[src/hw/rtl/porter_duff_alpha_blend_core_assert.svh]
// Assertion macros for the alpha blend core.
// Each macro expects clk and rst_n in scope.
`ifndef PORTER_DUFF_ALPHA_BLEND_CORE_ASSERT_SVH
`define PORTER_DUFF_ALPHA_BLEND_CORE_ASSERT_SVH
`ifndef ASSERT_OFF
// Same-cycle implication
`define PDAB_ASSERT_IMP(lbl, ante, cons, msg) \
  lbl: assert property (@(posedge clk) disable iff (!rst_n) (ante) |-> (cons)) \
    else $error(msg);
// Next-cycle implication
`define PDAB_ASSERT_NXT(lbl, ante, cons, msg) \
  lbl: assert property (@(posedge clk) disable iff (!rst_n) (ante) |=> (cons)) \
    else $error(msg);
`else
`define PDAB_ASSERT_IMP(lbl, ante, cons, msg)
`define PDAB_ASSERT_NXT(lbl, ante, cons, msg)
`endif
`endif

[src/hw/rtl/pdab_pkg.sv]
`default_nettype none
package pdab_pkg;

  // Pipeline shape
  localparam int unsigned N_STAGES    = 8;
  localparam int unsigned LANE_STAGES = 5;
  localparam int unsigned DIV_STEPS   = 4;
  localparam int unsigned Q_W         = 8;

  localparam logic [7:0] PIX_MAX = 8'd255;

  typedef logic [7:0] pix_t;

  // Per-stage enables handed to a divider lane
  typedef logic [LANE_STAGES-1:0] lane_en_t;

  // Side data that travels alongside the divider lanes
  typedef struct packed {
    logic       opaque;
    logic       zero;
    pix_t       alpha;
    pix_t [2:0] mix;
  } side_t;

  // One restoring division step
  typedef struct packed {
    logic [23:0] rem;
    logic        q;
  } div_bit_t;

  // floor(x / 255), exact for x up to 65025
  function automatic pix_t div255(input logic [15:0] x);
    logic [15:0] s;
    s = x + 16'd1 + {8'd0, x[15:8]};
    return s[15:8];
  endfunction

  function automatic div_bit_t div_bit(input logic [23:0] rem, input logic [23:0] dsh);
    div_bit_t r;
    if (rem >= dsh) begin
      r.rem = rem - dsh;
      r.q   = 1'b1;
    end else begin
      r.rem = rem;
      r.q   = 1'b0;
    end
    return r;
  endfunction

endpackage
`default_nettype wire

[src/hw/rtl/pdab_div_lane.sv]
`default_nettype none
// Pipelined restoring divider for one colour channel:
// quo = min(255, floor(num / (255 * oa))), two quotient bits per stage.
module pdab_div_lane (
  input  wire logic              clk,
  input  wire pdab_pkg::lane_en_t en_i,
  input  wire logic [24:0]       num_i,
  input  wire pdab_pkg::pix_t    oa_i,
  output pdab_pkg::pix_t         quo_o
);
  import pdab_pkg::*;

  logic [15:0]    den_nxt;
  logic           sat_nxt;
  logic [15:0]    den_r [0:DIV_STEPS];
  logic [23:0]    rem_r [0:DIV_STEPS];
  logic           sat_r [0:DIV_STEPS];
  logic [Q_W-1:0] q_r   [1:DIV_STEPS];

  // Divisor 255*oa; quotient of 256 or more saturates
  assign den_nxt = {oa_i, 8'd0} - {8'd0, oa_i};
  assign sat_nxt = num_i >= {1'b0, den_nxt, 8'd0};

  always_ff @(posedge clk) begin
    if (en_i[0]) begin
      den_r[0] <= den_nxt;
      rem_r[0] <= num_i[23:0];
      sat_r[0] <= sat_nxt;
    end
  end

  // Division steps, high quotient bits first
  for (genvar s = 1; s <= DIV_STEPS; s++) begin : g_step
    localparam int unsigned HI = Q_W - 1 - 2 * (s - 1);
    localparam int unsigned LO = HI - 1;
    logic [23:0]    d24;
    div_bit_t       st_hi;
    div_bit_t       st_lo;
    logic [Q_W-1:0] q_base;
    logic [Q_W-1:0] q_nxt;

    always_comb begin
      d24   = {8'd0, den_r[s-1]};
      st_hi = div_bit(rem_r[s-1], d24 << HI);
      st_lo = div_bit(st_hi.rem, d24 << LO);
      q_nxt = q_base;
      q_nxt[HI] = st_hi.q;
      q_nxt[LO] = st_lo.q;
    end

    if (s == 1) begin : g_first
      assign q_base = '0;
    end else begin : g_rest
      assign q_base = q_r[s-1];
    end

    always_ff @(posedge clk) begin
      if (en_i[s]) begin
        den_r[s] <= den_r[s-1];
        rem_r[s] <= st_lo.rem;
        sat_r[s] <= sat_r[s-1];
        q_r[s]   <= q_nxt;
      end
    end
  end

  assign quo_o = sat_r[DIV_STEPS] ? PIX_MAX : q_r[DIV_STEPS];

endmodule
`default_nettype wire

[src/hw/rtl/porter_duff_alpha_blend_core.sv]
`default_nettype none
// Porter-Duff "over" blend of a foreground RGBA pixel onto a background
// RGBA pixel. Both pixels opaque: linear mix by mix_factor, alpha 255.
// Otherwise oa = fa + floor((255-fa)*ba/255) and each channel is
// floor((255*fa*f + (255-fa)*ba*b) / (255*oa)) saturated at 255, zero when
// oa is zero. One pixel per clock while the output is not stalled; the
// pipeline depth is set by the restoring dividers of the three colour
// channels, which resolve two quotient bits per stage. A stalled output
// holds its result while empty stages upstream keep filling.
module porter_duff_alpha_blend_core (
  input  wire logic           clk,
  input  wire logic           rst_n,
  input  wire logic           in_valid,
  output logic                in_ready,
  input  wire pdab_pkg::pix_t in_bg_red,
  input  wire pdab_pkg::pix_t in_bg_green,
  input  wire pdab_pkg::pix_t in_bg_blue,
  input  wire pdab_pkg::pix_t in_bg_alpha,
  input  wire pdab_pkg::pix_t in_fg_red,
  input  wire pdab_pkg::pix_t in_fg_green,
  input  wire pdab_pkg::pix_t in_fg_blue,
  input  wire pdab_pkg::pix_t in_fg_alpha,
  input  wire pdab_pkg::pix_t in_mix_factor,
  output logic                out_valid,
  input  wire logic           out_ready,
  output pdab_pkg::pix_t      out_red,
  output pdab_pkg::pix_t      out_green,
  output pdab_pkg::pix_t      out_blue,
  output pdab_pkg::pix_t      out_alpha
);
  import pdab_pkg::*;
  `include "porter_duff_alpha_blend_core_assert.svh"

  // Handshake state
  logic [N_STAGES-1:0] v_r;
  logic [N_STAGES-1:0] v_nxt;
  logic [N_STAGES:0]   en;

  // Stage 0: products
  pix_t        bg_c  [3];
  pix_t        fg_c  [3];
  logic [15:0] pff_r [3];
  logic [15:0] mixs_r[3];
  pix_t        bch_r [3];
  logic [15:0] wab_r;
  pix_t        fa0_r;
  logic        opq0_r;

  // Stage 1: numerators and side data
  logic [24:0] num1_r[3];
  pix_t        oa1_c;
  side_t       side_nxt;
  side_t       side_r[1:LANE_STAGES+1];

  // Lane outputs and result register
  pix_t        quo[3];
  pix_t        ch_r[3];
  pix_t        alpha_r;

  assign bg_c[0] = in_bg_red;
  assign bg_c[1] = in_bg_green;
  assign bg_c[2] = in_bg_blue;
  assign fg_c[0] = in_fg_red;
  assign fg_c[1] = in_fg_green;
  assign fg_c[2] = in_fg_blue;

  // Stage enables: a stage moves when empty or when its successor moves
  always_comb begin
    en[N_STAGES] = out_ready;
    for (int k = N_STAGES - 1; k >= 0; k--) begin
      en[k] = !v_r[k] || en[k+1];
    end
  end

  assign v_nxt    = {v_r[N_STAGES-2:0], in_valid};
  assign in_ready = en[0];

  always_ff @(posedge clk) begin
    if (!rst_n) begin
      v_r <= '0;
    end else begin
      for (int k = 0; k < N_STAGES; k++) begin
        if (en[k]) begin
          v_r[k] <= v_nxt[k];
        end
      end
    end
  end

  // Stage 0: 8x8 products
  always_ff @(posedge clk) begin
    if (en[0]) begin
      for (int c = 0; c < 3; c++) begin
        pff_r[c]  <= in_fg_alpha * fg_c[c];
        mixs_r[c] <= in_mix_factor * fg_c[c] + (PIX_MAX - in_mix_factor) * bg_c[c];
        bch_r[c]  <= bg_c[c];
      end
      wab_r  <= (PIX_MAX - in_fg_alpha) * in_bg_alpha;
      fa0_r  <= in_fg_alpha;
      opq0_r <= (in_fg_alpha == PIX_MAX) && (in_bg_alpha == PIX_MAX);
    end
  end

  // Stage 1: composite alpha, channel numerators, opaque mix
  always_comb begin
    oa1_c           = fa0_r + div255(wab_r);
    side_nxt.opaque = opq0_r;
    side_nxt.zero   = (oa1_c == 8'd0);
    side_nxt.alpha  = oa1_c;
    for (int c = 0; c < 3; c++) begin
      side_nxt.mix[c] = div255(mixs_r[c]);
    end
  end

  always_ff @(posedge clk) begin
    if (en[1]) begin
      for (int c = 0; c < 3; c++) begin
        // background term needs the full 24-bit product
        num1_r[c] <= ({9'd0, pff_r[c]} << 8) - {9'd0, pff_r[c]}
                     + {1'b0, {8'd0, wab_r} * {16'd0, bch_r[c]}};
      end
      side_r[1] <= side_nxt;
    end
  end

  // Side data shift line alongside the dividers
  for (genvar k = 2; k <= LANE_STAGES + 1; k++) begin : g_side
    always_ff @(posedge clk) begin
      if (en[k]) begin
        side_r[k] <= side_r[k-1];
      end
    end
  end

  // Dividers, one lane per colour channel
  for (genvar c = 0; c < 3; c++) begin : g_lane
    pdab_div_lane u_lane (
      .clk   (clk),
      .en_i  (en[LANE_STAGES+1:2]),
      .num_i (num1_r[c]),
      .oa_i  (side_r[1].alpha),
      .quo_o (quo[c])
    );
  end

  // Result register: pick the path per pixel
  always_ff @(posedge clk) begin
    if (en[N_STAGES-1]) begin
      for (int c = 0; c < 3; c++) begin
        if (side_r[LANE_STAGES+1].opaque) begin
          ch_r[c] <= side_r[LANE_STAGES+1].mix[c];
        end else if (side_r[LANE_STAGES+1].zero) begin
          ch_r[c] <= 8'd0;
        end else begin
          ch_r[c] <= quo[c];
        end
      end
      alpha_r <= side_r[LANE_STAGES+1].opaque ? PIX_MAX : side_r[LANE_STAGES+1].alpha;
    end
  end

  assign out_valid = v_r[N_STAGES-1];
  assign out_red   = ch_r[0];
  assign out_green = ch_r[1];
  assign out_blue  = ch_r[2];
  assign out_alpha = alpha_r;

  // Checks
  `PDAB_ASSERT_IMP(a_stall_full, !in_ready, &v_r, "input stalled with a bubble in the pipe")
  `PDAB_ASSERT_NXT(a_take_lands, in_valid && in_ready, v_r[0], "input transfer not captured")
  `PDAB_ASSERT_NXT(a_mid_hold, v_r[3] && !en[3], v_r[3] && $stable(side_r[3]), "held stage lost data")
  `PDAB_ASSERT_IMP(a_zero_alpha, out_valid && (out_alpha == 8'd0), (out_red == 8'd0) && (out_green == 8'd0) && (out_blue == 8'd0), "colour not zero at zero alpha")

endmodule
`default_nettype wire

[config.mk]
export PLATFORM = sky130hd
export DESIGN_NAME = porter_duff_alpha_blend_core
export DESIGN_NICKNAME = d
export VERILOG_FILES = /design/src/hw/rtl/pdab_pkg.sv /design/src/hw/rtl/pdab_div_lane.sv /design/src/hw/rtl/porter_duff_alpha_blend_core.sv
export VERILOG_INCLUDE_DIRS = /design/src /design/src/hw/rtl
export SDC_FILE = /design/constraint.sdc
export NUM_CORES = 2
export LEC_CHECK = 0
export BUFFER_PORTS_ARGS = -buffer_cell sky130_fd_sc_hd__buf_2
export CAP_MARGIN = 15
export CORE_MARGIN = 8
export CORE_UTILIZATION = 50
export CTS_BUF_LIST = sky130_fd_sc_hd__clkbuf_8
export CTS_CLUSTER_SIZE = 30
export DETAILED_ROUTE_END_ITERATION = 10
export PLACE_DENSITY = 0.68
export SLEW_MARGIN = 20
export SYNTH_ARGS = -nofsm -noshare
export SYNTH_HDL_FRONTEND = slang
export SYNTH_SLANG_ARGS = --single-unit
[constraint.sdc]
create_clock -name clk -period 5.4 [get_ports clk]
set_input_delay 0 -clock clk [delete_from_list [all_inputs] [get_ports clk]]
set_output_delay 0 -clock clk [all_outputs]
set_load 0.1 [all_outputs]
# ---- After elaboration in Yosys (flattened, before gate mapping)
# Memory sizes are Yosys's and may differ from the RTL's.
# Cells that the tools add are included.
dict set report totals {
  word_cells 199
  reg_bits 41
  mem_count 18
  mem_bits_rw 1134
  in_bits 76
}
# name words word_bits read_ports rd_ports_with_merged_regs wr line_no
set memory_table {}
lappend memory_table {side_r 6 34 6 0 6 porter_duff_alpha_blend_core.sv:53} ;# side_t side_r[1:LANE_STAGES+1];
lappend memory_table {{g_lane[0].u_lane.rem_r} 5 24 4 0 5 pdab_div_lane.sv:16} ;# logic [23:0] rem_r [0:DIV_STEPS];
lappend memory_table {{g_lane[1].u_lane.rem_r} 5 24 4 0 5 pdab_div_lane.sv:16}
lappend memory_table {{g_lane[2].u_lane.rem_r} 5 24 4 0 5 pdab_div_lane.sv:16}
lappend memory_table {{g_lane[0].u_lane.den_r} 5 16 4 0 5 pdab_div_lane.sv:15} ;# logic [15:0] den_r [0:DIV_STEPS];
lappend memory_table {{g_lane[1].u_lane.den_r} 5 16 4 0 5 pdab_div_lane.sv:15}
lappend memory_table {{12 more memories} n/a n/a n/a n/a n/a n/a}
dict set report classes {
  n_mul 13
  n_reduce_logical 18
  addsub 45
  n_mux 58
  n_bitwise 6
  n_lt_le_gt_ge 27
  eq_ne 2
}
# op count
set op_table {}
lappend op_table {{$mux 25} 24}
lappend op_table {{$mul 8x8->16} 6}
lappend op_table {{$add 25x24->25} 3}
lappend op_table {{$ge 25x24->1} 3}
lappend op_table {{$sub 24x16->25} 3}
lappend op_table {{$ge 24x16->1} 3}
lappend op_table {{$ge 24x17->1} 3}
lappend op_table {{$ge 24x18->1} 3}
lappend op_table {{$ge 24x19->1} 3}
lappend op_table {{$ge 24x20->1} 3}
lappend op_table {{$ge 24x21->1} 3}
lappend op_table {{$ge 24x22->1} 3}
lappend op_table {{$ge 24x23->1} 3}
lappend op_table {{$mul 16x8->24} 3}
lappend op_table {{$mux 8} 9}
lappend op_table {{$sub 24x16->24} 3}
lappend op_table {{$sub 24x17->24} 3}
lappend op_table {{$sub 24x18->24} 3}
lappend op_table {{$sub 24x19->24} 3}
lappend op_table {{$sub 24x20->24} 3}
lappend op_table {{$sub 24x21->24} 3}
lappend op_table {{$sub 24x22->24} 3}
lappend op_table {{$sub 24x23->24} 3}
lappend op_table {{$add 16x1->16 const B} 4}
lappend op_table {{14 further kinds} 66}

# ---- Logic depth before layout (Yosys ltp)
dict set report logic_depth {
  depth_word 11
  ltp_mapped 27
  depth_no_buf 24
}

# ---- By module
# Synthesis repeated with hierarchy kept, for this count alone.
dict set report hier_totals {
  hier_cells 9017
  area_unflattened_um2 93571.0
}
# mod area_each_um2 n_inst cells_per_inst
set by_module_without_submodules {}
lappend by_module_without_submodules {porter_duff_alpha_blend_core 52033.7 1 4910}
lappend by_module_without_submodules {pdab_div_lane 13845.8 3 1369}

# ---- Worst setup path after synthesis
# Ideal clock, no wire load.
dict set report synth_path {
  path_kind {register -> register}
  start {reg v_r[7]}
  end {mem bch_r[0][0] (netlist bit) (enable)}
  setup_time_ns 1.444
  t_arrival_ns 4.986
  t_required_ns 3.956
  stages_incl_launch_ff 7
  slack_ns -1.029
  n_path_buf 0
  path_cell_list {dfxtp_1 nor2b_1 and3_1 and2_1 and3_1 and2_1 nand2_1}
}
# item line_no
set synth_lines {}
lappend synth_lines {{start: declaration} porter_duff_alpha_blend_core.sv:35} ;# logic [N_STAGES-1:0] v_r;
lappend synth_lines {{start signal: indexed assignment} porter_duff_alpha_blend_core.sv:84} ;# v_r[k] <= v_nxt[k];
lappend synth_lines {{end: declaration} porter_duff_alpha_blend_core.sv:44} ;# pix_t bch_r [3];

==> results.txt <==
The final count of negative-setup-slack endpoints is 7. The run finished, with violations left. The share of post-route cells with drive strength above 1 came out at 19.00%. The number of unique standard cell types used by synthesis came out at 100. The number of global-route vias before repair came out at 68990. The normalized max-slew margin is 28.80%. The signed area change from the synthesized netlist to the final layout came out at 19.21%. Entering global routing, the biggest net connects 143 pins.

The checks that failed: setup timing. The proportion of synthesized chip area in sequential cells is 30.25%. The number of H-tree levels is 4. The average detailed-routed wire length per instance came out at 19.78 um. The number of iterations in the first detailed-routing pass came out at 8.

The buffer levels on the longest clock path is 3. The tightest min-delay check is of the input pin to flop type. The clock slew seen by the registers of the worst setup and hold paths came out at 0.06 ns.

The worst slack on hold paths is 0.1147 ns. The core area is 174200 um^2. The leftover overflow at the end of global routing came out at 0. The synthesized instance count came out at 8633. The most common cell in the synthesized netlist is sky130_fd_sc_hd__inv_1. The clock buffer count from CTS is 153. The detailed placer's ending HPWL came out at 195.2 mm. The post-route antenna net violation count came out at 0. The total routed wirelength came out at 241.9 mm. The critical path start-end classification is flop to flop.

The average vias per placed instance came out at 5.400. The share of the clock period used by the worst path is 102.0%. The number of enable-type register cells in the synthesized netlist came out at 879.

The synthesized area divided by synthesized cell count is 10.17 um^2. The via count is 66040. The number of hold violations in the final report is 0.

Counting flops with an async set or reset pin after synthesis yields a share of 0%. The summed instance area of the synthesized netlist is 87770 um^2. The most used flip-flop cell after synthesis is sky130_fd_sc_hd__edfxtp_1. The data required time at the worst endpoint is 6.02 ns.

The initial cell density of the core is 50.38%. The fraction of synthesized cell area taken by the top area cell type came out at 30.07%. During synthesis, Yosys emitted a total of 0 warnings. Counting every sink on the clock net gives 887.

The achievable clock frequency is 181.5 MHz. In this run the worst path has a maximum fanout of 7. The final layout contains 11650 nets.

After layout, the worst setup slack is -0.1088 ns. The number of antenna violations at the first check in global routing came out at 6. The clock skew after layout is 0.06036 ns. The number of max-slew violations in the final report is 0. The TritonCTS clock tree is yes. The final period demand of the worst path came out at 5.509 ns.

The root buffer cell is sky130_fd_sc_hd__clkbuf_8. The startpoint kind of the worst setup timing path is a flop. Setup repair after global routing could not meet its margin everywhere. The die span in x came out at 435.0 um.

For the pin with the worst max-slew slack, the measured transition is 1.068 ns. The wire length of the first global-routing pass came out at 376.1 mm. The number of port buffers is 109. The clock latency reported for the late side of the worst-skew pair is 0.91 ns. The die area is 189200 um^2.

In the routed design, unresolved DRC markers number 0. The last weighted congestion value of the routability-driven placer is 0.9516. The number of top-level design ports is 110. STA classifies the critical path endpoint as a flop. Prior to clock tree synthesis, the placed netlist has a worst setup slack of -0.2436 ns. The global-route total usage across every layer came out at 24.90%. The detailed router finished its first iteration with 3917 violations. Sorting the synthesized cells by how often they occur yields 1269 x sky130_fd_sc_hd__inv_1, 985 x sky130_fd_sc_hd__ha_1, 879 x sky130_fd_sc_hd__edfxtp_1, 796 x sky130_fd_sc_hd__fa_1, 728 x sky130_fd_sc_hd__nand2_1. In this run, synthesis produced a sequential element count of 887.

Of all cell types, the one taking the most synthesized area is sky130_fd_sc_hd__edfxtp_1. The max-cap check violation count came out at 0. Ranked by total cell area, the synthesized netlist is headed by sky130_fd_sc_hd__edfxtp_1 30%, sky130_fd_sc_hd__fa_1 18%, sky130_fd_sc_hd__ha_1 14%. The die is 435.0 um tall. The arrival time of data at the critical path endpoint is 6.13 ns.

The site row count is 153.
## worst max-delay path, cell delays in order, from the launching register on
cell                       delay, ns
sky130_fd_sc_hd__edfxtp_1       0.40
sky130_fd_sc_hd__buf_6          0.17
sky130_fd_sc_hd__buf_6          0.14
sky130_fd_sc_hd__and2_1         0.18
sky130_fd_sc_hd__fa_2           0.55
sky130_fd_sc_hd__fa_2           0.43
sky130_fd_sc_hd__fa_2           0.55
sky130_fd_sc_hd__fa_1           0.43
sky130_fd_sc_hd__fa_1           0.54
sky130_fd_sc_hd__ha_4           0.23
sky130_fd_sc_hd__a21o_1         0.18
sky130_fd_sc_hd__a221o_1        0.35
sky130_fd_sc_hd__a21o_1         0.20
sky130_fd_sc_hd__a311oi_2       0.23
sky130_fd_sc_hd__or3_4          0.18
sky130_fd_sc_hd__buf_4          0.10
sky130_fd_sc_hd__nor2b_1        0.03
sky130_fd_sc_hd__o21a_1         0.17
sky130_fd_sc_hd__nor2_2         0.09
sky130_fd_sc_hd__xnor2_1        0.07
## sequential cells by signal, summed over array words and instances, names as in the netlist
name / flops
g_lane.u_lane.rem_r: 288
side_r: 204
num1_r: 75
g_lane.u_lane.den_r: 60
g_lane.u_lane.q_r: 60
mixs_r: 48
pff_r: 48
bch_r: 24
ch_r: 24
wab_r: 16
g_lane.u_lane.sat_r: 15
fa0_r: 8
out_alpha: 8
v_r: 8
opq0_r: 1
## layer usage
layer | GRT usage (%) | routed length [um] | vias to the layer above
li1 | - | - | 31490
met1 | 30.15 | 97510 | 32160
met2 | 43.29 | 118100 | 1836
met3 | 3.975 | 12460 | 554
met4 | 12.11 | 13820 | 2
met5 | 0 | 20 | -
## cell type report
type / instances / area [um^2]
tap: 2325 / 2909
sequential: 887 / 26560
inverter: 1274 / 4832
clock inverter: 107 / 927.1
antenna: 6 / 15.01
multi-input combinational: 6243 / 57160
fill: 14560 / 69570
clock buffer: 157 / 2161
timing repair buffer: 1230 / 10080
## timing repair
action	CTS	global route
pin swaps	20	125
buffers inserted	27	95
gates cloned	1	8
gates resized for setup	70	309
setup endpoints to repair	125	199
endpoints found under the hold margin	76	0
hold buffers	69	0
## path summary, 6_finish.rpt
check,slack [ns],cells past startpoint,endpoint,startpoint
setup / recovery,-0.11,19,num1_r[0][19],wab_r[3]
hold / removal,0.11,2,bch_r[0][1],in_bg_red[1]
setup reg to reg,-0.11,19,num1_r[0][19],wab_r[3]
hold reg to reg,0.40,0,g_lane[2].u_lane.q_r[0][37],g_lane[2].u_lane.q_r[0][29]
## kinds of logic (layout without fill, tap and decap cells)
group                    Yosys count  in the layout  synth area share, %
AND/OR/NAND/NOR                 2412           2412                13.97
buffers and inverters           1505           2768                6.519
adder cells (fa/ha/maj)         1781           1781                32.20
other                              1              9             0.004272
AO/OA/AOI/OAI                   1398           1398                10.13
flip-flops                       887            887                30.25
XOR/XNOR                         491            491                4.899
multiplexers                     158            158                2.027
## per-stage QoR
step           setup TNS (ns)  instances  instance area, um^2  util [%]
6_report              -0.3854      12230               104600     60.07
3_3_place_gp           -3.454      11760                98130     56.33
2_1_floorplan         -0.2102       8635                88140         -
5_1_grt                -6.798      12230               104600     60.06
4_1_cts               -0.1452      12120               102400     58.79
3_5_place_dp           -6.758      11760                98130     56.33
## cell usage in the layout, fill, tap and decap left out, types with 120 or more instances in the layout
master,n
sky130_fd_sc_hd__inv_1,1266
sky130_fd_sc_hd__clkbuf_8,157
sky130_fd_sc_hd__a21o_1,174
sky130_fd_sc_hd__xor2_1,153
sky130_fd_sc_hd__nor2b_1,219
sky130_fd_sc_hd__o21ai_0,273
sky130_fd_sc_hd__nor2_1,387
sky130_fd_sc_hd__nand2b_1,154
sky130_fd_sc_hd__a21oi_1,365
sky130_fd_sc_hd__buf_4,960
sky130_fd_sc_hd__ha_1,937
sky130_fd_sc_hd__xnor2_1,338
sky130_fd_sc_hd__mux2_2,120
sky130_fd_sc_hd__nand2_1,712
sky130_fd_sc_hd__fa_1,773
sky130_fd_sc_hd__edfxtp_1,879
sky130_fd_sc_hd__and2_1,402
Power is left out: the tool's default activity adds up to more than one toggle a clock period on the data nets, which glitch-free logic cannot reach.
